===== src/sv/nss_ram.sv =====
// Generic single-write, single-read RAM with registered read data.
// No dependencies.
`timescale 1ns / 1ps

module nss_ram #(
    parameter int WIDTH = 48,
    parameter int DEPTH = 64
) (
    input  logic                     clk,
    input  logic                     we,
    input  logic [$clog2(DEPTH)-1:0] waddr,
    input  logic [WIDTH-1:0]         wdata,
    input  logic [$clog2(DEPTH)-1:0] raddr,
    output logic [WIDTH-1:0]         rdata
);

    logic [WIDTH-1:0] mem [DEPTH];

    always_ff @(posedge clk)
    begin
        if (we)
        begin
            mem[waddr] <= wdata;
        end
        rdata <= mem[raddr];
    end

endmodule


===== config.mk =====
export PLATFORM = sky130hd
export DESIGN_NAME = nss_ram
export DESIGN_NICKNAME = d
export VERILOG_FILES = /design/src/sv/nss_ram.sv
export SDC_FILE = /design/constraint.sdc
export NUM_CORES = 2
export LEC_CHECK = 0
export BUFFER_PORTS_ARGS = -buffer_cell sky130_fd_sc_hd__buf_2
export CAP_MARGIN = 20
export CORE_ASPECT_RATIO = 0.9
export CORE_MARGIN = 1.5
export CORE_UTILIZATION = 25
export CTS_CLUSTER_DIAMETER = 40
export DETAILED_ROUTE_END_ITERATION = 7
export GPL_ROUTABILITY_DRIVEN = 1
export HOLD_SLACK_MARGIN = 0.02
export RECOVER_POWER = 100
export SETUP_SLACK_MARGIN = 0.02
export SLEW_MARGIN = 25
export SYNTH_ARGS = -nofsm -noshare
export SYNTH_HDL_FRONTEND = slang
export SYNTH_SLANG_ARGS = --single-unit

===== constraint.sdc =====
create_clock -name clk -period 5.8 [get_ports clk]
set_input_delay 0.58 -clock clk [delete_from_list [all_inputs] [get_ports clk]]
set_output_delay 0.58 -clock clk [all_outputs]
set_load 0.02 [all_outputs]

==> results.json <==
{
  "synth_cell_type_count": 36,
  "grt_setup_unrepaired": "no",
  "syn-num-nets": 5032,
  "p_per_area_nw_per_um2": 361.7,
  "fin_skew_ns": 0.04631,
  "postSynth.asyncResetShare": 0,
  "firstDrtPassIters": 5,
  "synth_ff_type": "edfxtp_1",
  "grt-ovfl-total": 0,
  "io_buffers": 109,
  "syn_avg_cell_area_um2": 23.56,
  "synth_enable_flop_cells": 3072,
  "synth_cells": 4970,
  "post-cts-setup-buffers": 0,
  "violations": "capacitance limit, slew limit",
  "worst-path-stages": 7,
  "power_mw": 49.67,
  "routed_via_density": 4.777,
  "path_buf_inv": 2,
  "crit_family": "buffers and inverters",
  "cts_root_buffer": "clkbuf_16",
  "p_sw_mw": 10.81,
  "clk_pin_slew_ns": 0.06,
  "setup_viol": 0,
  "fin_nets": 5406,
  "whs_endpoint": "rdata[47]$_DFF_P_",
  "seq_area_frac_synth": 0.7959,
  "cts_buffers": 350,
  "r2r_cells": 5,
  "clk_path_buf_depth": 4,
  "grt_start_max_net_pins": 113,
  "fin_worst_hold_slack_ns": 0.2702,
  "crit_arrival_ns": 5.32,
  "drc_errors": 0,
  "p_comb_frac": 0.044,
  "die_y_um": 652.3,
  "status": "finished, violations left",
  "worstSetupPathType": "input pin to flip-flop",
  "leakage_nw": 41.13,
  "antenna_found_initial": 47,
  "max_freq_ghz": 0.2154,
  "period_needed_ns": 4.642,
  "p_int_mw": 38.86,
  "synth-seq-cells": 3120,
  "die-area_um2": 472600,
  "gr-usage-all-layers": 0.1331,
  "worstPathMaxFanout": 66,
  "crit-reg2reg-launch": "mem[47][25]$_DFFE_PP_",
  "hp-start": "raddr[4]",
  "cp-start-kind": "input pin",
  "fin_area_um2": 137300,
  "synth_top_family_by_area": "multiplexers",
  "wire_per_inst_um": 27.21,
  "ios": 110,
  "hold_class": "input pin to flip-flop",
  "cts_tree": "yes",
  "hpwl_um": 184100,
  "switching_share": 0.2176,
  "critPathRequiredTime_ns": 6.48,
  "synth_compound_area_frac": 0.03024,
  "syn2layout_area_growth_pct": 17.25,
  "ant_nets": 0,
  "numClockSinks": 3120,
  "synthMuxAreaShare": 0.1515,
  "wl_um": 323300,
  "htree_levels": 5,
  "grt_pass1_wl_um": 451400,
  "ys_warn_count": 0,
  "synth_xor_area_frac": 0,
  "worstMarginPinSlew_ns": 4.017,
  "slowest_delay_ns": 2.32,
  "path_cells": "buf_8 > clkbuf_1 > mux4_2 > o22ai_1 > nor2_1 > a21oi_1 > a221oi_1",
  "vias": 56756,
  "critPathCaptureType": "flip-flop",
  "pwr-share-clk": 0.450,
  "grt_pass1_vias": 57599,
  "drv_cap": 157,
  "hold_viol": 0,
  "mostFrequentLayoutCells": "edfxtp_1, mux4_2, clkbuf_16, clkbuf_1, o22ai_1",
  "fin_util": 0.2943,
  "start_util": 0.2510,
  "final_common_cell": "edfxtp_1",
  "critical-path-slowest-cell": "clkbuf_1",
  "rows": 238,
  "netlist_area_um2": 117100,
  "clock_latency_ns": 0.91,
  "postCtsHoldBufs": 0,
  "regToRegSetupSlack_ns": 3.65,
  "ir_drop_uv": 250.5,
  "drt_iter0_markers": 7237,
  "yosys.area_share.simple": 0.009572,
  "slew_violations": 5737,
  "tns_ns": 0,
  "synth-adder-area-share": 0,
  "min_path_cells": 3,
  "drive_gt1_frac": 0.2641,
  "place.gp.congestion": 0.8013,
  "cts_resized": 0,
  "place_area_um2": 126500,
  "coreArea_um2": 466600,
  "slew_headroom": -1.678,
  "post-route-period-util": 0.8003,
  "r2r-end": "rdata[25]$_DFF_P_",
  "fp.dieW_um": 724.5,
  "seqPwrFrac": 0.506
}
[cell type report]
cell class | count | area [um^2]
tap | 6240 | 7807
timing repair buffer | 304 | 1854
multi-input combinational | 1568 | 22690
clock buffer | 403 | 9230
antenna | 9 | 22.52
clock inverter | 236 | 2514
fill | 44930 | 329300
sequential | 3120 | 93210
[sequential cells by signal, summed over array words and instances, names as in the netlist]
name / count
mem: 3072
rdata: 48
[power groups by stage]
stage	combinational [mW]	clock, mW	sequential, mW
floorplan	1.19	0	25.5
global placement	2.18	0	25.6
detailed placement	2.22	0	25.6
CTS	2.22	22.7	25.1
global route	2.31	23.6	25.2
finish	2.17	22.4	25.1
[routing by layer]
metal  GRT usage  up-vias  share of wire
met1      0.1852    30972           0.41
met5           0        -        0.00023
met2      0.2150     2868           0.48
met3     0.02389      529          0.087
met4     0.03408       12          0.026
li1            -    22375              -
[cell families (layout without fill, tap and decap cells)]
kind of cell	after synthesis	count (layout)
muxes	829	829
buffers and inverters	282	943
DFF	3120	3120
other	0	9
AOI/OAI and AO/OA	486	486
and+or+nand+nor	253	253
[worst register-to-register path: stages (launching register included)]
cell and delay (ns):
edfxtp_1 0.37, mux4_2 0.49, mux2i_1 0.42, a21oi_1 0.18, a21oi_1 0.41, a221oi_1 0.09
[worst max path at each step]
stage | slack, ns | startpoint | endpoint
5_1_grt | 1.23 | raddr[2] | rdata[38]$_DFF_P_
3_5_place_dp | 1.82 | raddr[0] | rdata[37]$_DFF_P_
3_3_place_gp | 1.81 | raddr[0] | rdata[37]$_DFF_P_
6_report | 1.16 | raddr[2] | rdata[38]$_DFF_P_
4_1_cts | 2.74 | raddr[0] | rdata[37]$_DFF_P_
2_1_floorplan | 0.94 | waddr[3] | mem[48][0]$_DFFE_PP_
[stage by stage]
step / setup slack [ns] / instances
global route: 1.228 / 11873
detailed placement: 1.824 / 11229
finish: 1.158 / 11880
CTS: 2.740 / 11868
floorplan: 0.9352 / 4970
global placement: 1.812 / 11222
[cell usage after synthesis (7+ instances only)]
cell	instances	area (um^2)
a211oi_1	32	240.2
a21oi_1	74	370.4
a221oi_1	83	727.0
a22o_1	57	499.2
a22oi_1	72	540.5
a311oi_1	11	96.34
buf_1	12	45.04
buf_2	98	490.5
buf_4	62	465.5
buf_6	11	123.9
clkbuf_1	98	367.9
dfxtp_1	48	960.9
edfxtp_1	3072	92250
mux2_2	12	135.1
mux2i_1	63	630.6
mux4_2	754	16980
nand2_1	55	206.5
nand2b_1	10	62.56
nand3_1	7	35.03
nor2_1	132	495.5
nor2b_1	24	150.1
o221ai_1	28	245.2
o22ai_1	122	763.2
Note: power is estimated with default switching activity, not from simulation.
