--- config.mk ---
export PLATFORM = sky130hd
export DESIGN_NAME = nss_mul
export DESIGN_NICKNAME = d
export VERILOG_FILES = /design/src/sv/nss_pkg.sv /design/src/sv/nss_mul.sv
export SDC_FILE = /design/constraint.sdc
export NUM_CORES = 2
export LEC_CHECK = 0
export ABC_CLOCK_PERIOD_IN_PS = 7300
export BUFFER_PORTS_ARGS = -buffer_cell sky130_fd_sc_hd__buf_2
export CAP_MARGIN = 10
export CORE_ASPECT_RATIO = 0.6
export CORE_MARGIN = 2
export CORE_UTILIZATION = 50
export CTS_BUF_LIST = sky130_fd_sc_hd__clkbuf_4 sky130_fd_sc_hd__clkbuf_8 sky130_fd_sc_hd__clkbuf_16
export CTS_CLUSTER_DIAMETER = 100
export DETAILED_ROUTE_END_ITERATION = 7
export GPL_ROUTABILITY_DRIVEN = 0
export PLACE_DENSITY = 0.79
export SYNTH_ARGS = -nofsm -noshare
export SYNTH_HDL_FRONTEND = slang
export SYNTH_SLANG_ARGS = --single-unit
--- constraint.sdc ---
create_clock -name clk -period 7.3 [get_ports clk]
set_input_delay 1.095 -clock clk [delete_from_list [all_inputs] [get_ports clk]]
set_output_delay 1.095 -clock clk [all_outputs]
set_load 0.01 [all_outputs]
--- src/sv/nss_pkg.sv ---
// Package for the nearest segment search block: widths, codes, state type
// and the request/status structs passed between the sequencer and its units.
// No dependencies.
`timescale 1ns / 1ps

package nss_pkg;

    localparam int MAX_SEGMENTS = 64;
    localparam int COORD_W      = 24;
    localparam int IDX_W        = $clog2(MAX_SEGMENTS);
    localparam int CNT_W        = $clog2(MAX_SEGMENTS + 1);
    localparam int PT_W         = 2 * COORD_W;
    localparam int DIFF_W       = COORD_W + 1;
    localparam int OFS_W        = COORD_W + 1;
    localparam int MUL_W        = DIFF_W + 1;
    localparam int PROD_W       = 2 * MUL_W;
    localparam int LEN_W        = 2 * COORD_W + 2;
    localparam int QUO_W        = DIFF_W;
    localparam int NUM_W        = QUO_W + LEN_W;
    localparam int DEN_W        = LEN_W + 1;
    localparam int REM_W        = DEN_W;
    localparam int DCNT_W       = $clog2(QUO_W + 1);
    localparam int SQ_W         = COORD_W + 1;
    localparam int SQB_W        = $clog2(SQ_W);
    localparam int STEP_W       = 3;

    typedef enum logic
    {
        OP_ADD   = 1'b0,
        OP_QUERY = 1'b1
    } op_t;

    typedef enum logic [3:0]
    {
        ST_IDLE,
        ST_ADD,
        ST_RD,
        ST_LOAD,
        ST_MAC,
        ST_CLASS,
        ST_PMUL,
        ST_PDIV,
        ST_D2,
        ST_SQRT,
        ST_OUT
    } state_t;

    typedef struct packed
    {
        logic [MUL_W-1:0] a;
        logic [MUL_W-1:0] b;
    } mul_op_t;

    typedef struct packed
    {
        logic             start;
        logic [NUM_W-1:0] num;
        logic [DEN_W-1:0] den;
    } div_req_t;

    typedef struct packed
    {
        logic             busy;
        logic             done;
        logic [QUO_W-1:0] quot;
    } div_stat_t;

endpackage

--- src/sv/nss_mul.sv ---
// Shared signed multiplier with a registered product.
// Depends on nss_pkg.
`timescale 1ns / 1ps

module nss_mul (
    input  logic                          clk,
    input  nss_pkg::mul_op_t              op,
    output logic signed [nss_pkg::PROD_W-1:0] prod
);

    logic signed [nss_pkg::PROD_W-1:0] prod_reg;
    logic signed [nss_pkg::PROD_W-1:0] prod_next;

    assign prod_next = $signed(op.a) * $signed(op.b);
    assign prod      = prod_reg;

    always_ff @(posedge clk)
    begin
        prod_reg <= prod_next;
    end

endmodule

==> metrics.csv <==
stage;metric;value;unit
outcome;status;finished clean;
global_route;aggregate global-route resource usage;29.7;%
cts;clock buffer depth;2;
sta;unrepaired setup endpoints after global routing;yes;
min_path;class of the most critical hold timing path;in2reg;
cells_and_area;fin nets;3945;
synthesis;post-synth cell types;49;
sta;number of pins with negative max-slew slack in the final report;0;
detailed_routing;total length of routed wires;75800;microns
job;Max Cap Violations;0;
sta;relative slew slack;61.1;%
cts;number of buffers added by the clock tree synthesis step;5;
cells_and_area;filler cell count;3884;
sta;Final Setup Violations;0;
global_route;via count of the first global-routing pass;20600;
detailed_routing;remaining routing DRC violations;0;
placement;placed wire-length estimate after detailed placement;64300;microns
synthesis;cell types with the largest area share after synthesis;fa_1, inv_1, ha_1, and2_1, nand2_1;
cts;clk sinks;52;
synthesis;share of synthesized registers carrying an async set or reset;0;%
global_route;sum of overflow across all layers after global routing;0;
synthesis;post-synthesis sequential element count;52;
sta;final critical-path share of the clock period;99.4;%
sta;hold violation count in the final report;0;
cts;TritonCTS clock tree;yes;
synthesis;post-synth net total;3629;
detailed_routing;number of DRC markers after the initial detailed-route iteration;2164;
global_route;wire length of the first global-routing pass;117000;microns
detailed_routing;via count;19500;
cts;master cell of the clock root buffer;clkbuf_16;
sta;minimum clock period after layout;7.26;ns
min_path;worst hold start;op[2];
synthesis;Synthesis Warnings;0;
floorplan;initial standard-cell utilization of the core;51.1;%
setup_path;critical path capture point type;register;
cells_and_area;Area growth syn-to-layout;17.4;%
detailed_routing;vias per inst;5.23;
global_route;maximum number of pins on one net before global-route repair;27;
global_route;initial antenna violation count;2;
synthesis;portion of synthesized cell area occupied by the leading cell type;56.0;%
setup_path;Crit Path Category;in2reg;
synthesis;summed instance area of the synthesized netlist;25400;sq um
setup_path;WP data required;7.52;ns
floorplan;floorplan die area;52700;sq um
synthesis;count of flip-flops with a built-in enable after synthesis;0;
sta;f_max;138;MHz
floorplan;horizontal die dimension;295;microns
cts;CTS clock-pin slew for the worst setup and hold paths;0.07;ns
cells_and_area;commonest non-fill, non-tap cell in the layout;inv_1;
floorplan;Die Y;179;microns
setup_path;data arrival time of the critical path;7.48;ns
floorplan;core area;49700;sq um
synthesis;count of mapped cells out of synthesis;2720;
detailed_routing;Initial DRT Pass Iterations;5;
cells_and_area;number of flip-flops under the largest register name;52;
setup_path;Critical Path Fanout Max;6;
floorplan;num rows;63;
min_path;number of cells traversed by the worst hold path;3;
sta;Slew @ Worst Pin;0.583;ns
cells_and_area;commonest non-fill, non-tap cells in the layout;inv_1, fa_1, nand2_1, buf_4, and2_1;
synthesis;library cell with the largest summed area after synthesis;fa_1;
cts;quantity of hold-fixing buffers added after cts;0;
min_path;endpoint of the worst hold-timing path;prod[2]$_DFF_P_;
cells_and_area;fraction of layout cells with a size suffix above 1;18.1;%
detailed_routing;Routed Antenna Nets;0;
synthesis;Post-Syn Area per Cell;9.34;sq um
setup_path;CP startpoint kind;primary input;
placement;count of buffers from port buffering;104;
synthesis;dominant synthesized flop cell;dfxtp_1;
cts;depth of the CTS H-tree;2;
floorplan;IO Count;105;
synthesis;part of the Yosys area used for sequential elements;4.10;%
detailed_routing;wire per inst;20.4;microns
cells_and_area;final design utilization;60.0;%
==> worst max path at each step <==
stage | startpoint | to | slack, ns | depth (start not counted)
global placement | op[2] | prod[51]$_DFF_P_ | -0.44 | 23
floorplan | op[47] | prod[51]$_DFF_P_ | 0.002 | 23
global route | op[3] | prod[51]$_DFF_P_ | -0.09 | 24
CTS | op[39] | prod[50]$_DFF_P_ | 0.0007 | 24
finish | op[3] | prod[51]$_DFF_P_ | 0.04 | 24
detailed placement | op[2] | prod[51]$_DFF_P_ | -0.53 | 25
==> critical path, stage by stage <==
cell	delay, ns
buf_12	0.10
clkbuf_16	0.15
nand2_1	0.10
fa_1	0.55
inv_1	0.07
fa_1	0.53
inv_1	0.06
fa_1	0.51
fa_1	0.52
inv_1	0.06
fa_1	0.48
fa_1	0.54
inv_1	0.07
fa_1	0.48
inv_1	0.06
ha_4	0.25
a21oi_4	0.19
nand2_2	0.09
a211o_1	0.32
a311o_2	0.36
a31oi_4	0.25
o21ai_4	0.12
a2111o_1	0.36
and3_1	0.15
==> cells by family after synthesis <==
| family | synth area share (%) |
|---|---|
| fa+ha+maj | 63.2 |
| buf+inv | 12.5 |
| simple gates | 14.8 |
| compound gates | 3.58 |
| xor+xnor | 1.90 |
| flops | 4.10 |
==> synth_stat cells, types with 2 or more instances <==
master and instances:
a211o_1 2, a21o_1 20, o211ai_1 2, inv_1 726, or2_2 2, a2111oi_0 2, o21ai_0 20, a31oi_1 8
xor2_1 15, nand3_1 9, and3_1 10, ha_1 146, o21a_1 7, a21oi_1 36, fa_1 710, or3_1 2
nand4_1 4, and2_1 282, o311a_1 2, a31o_2 4, nor3_1 8, nand2b_1 6, xnor2_1 40, nor2_1 45
dfxtp_1 52, a2111o_1 2, a311oi_1 3, nor4_1 2, nand2_1 401, o21bai_1 6, a211oi_1 6, clkbuf_1 118
nor2b_1 6
==> what timing repair did <==
action | 4_1_cts | 5_1_grt
endpoints found under the hold margin | 0 | 0
gates resized for setup | 26 | 174
pin swaps | 3 | 65
gates cloned | 0 | 6
buffers inserted | 0 | 9
setup endpoints to repair | 10 | 23
==> per-layer routing <==
layer / routed length (microns) / global-route usage [%]
met3: 14100 / 20.5
met4: 1050 / 4.27
met2: 28800 / 36.2
met5: 76 / 2.06
met1: 31900 / 42.6
==> metrics by stage <==
step                      hold WS (ns)  setup TNS (ns)  area, sq um  cells  setup WS, ns
after floorplan                   1.22               0        25600   2720       0.00235
after global placement            1.49           -6.97        28800   3696        -0.437
after detailed placement          1.49           -8.14        28800   3696        -0.535
after CTS                         1.24               0        29000   3704      0.000687
after global routing              1.21          -0.308        29800   3719       -0.0887
final                             1.21               0        29800   3720        0.0450
==> final cells by class <==
class	instances	area [sq um]	share of cell area, %
Timing Repair Buffer	428	3430	11.5
Inverter	726	2730	9.15
Multi-Input combinational cell	1823	21600	72.5
Antenna cell	1	2.50	0.00839
Sequential cell	52	1040	3.49
Clock buffer	6	139	0.466
Clock inverter	2	10.0	0.0336
Tap cell	682	853	2.86
Power is not shown: default switching activity piles up to over one toggle a cycle in this logic, so the estimate is an artifact.
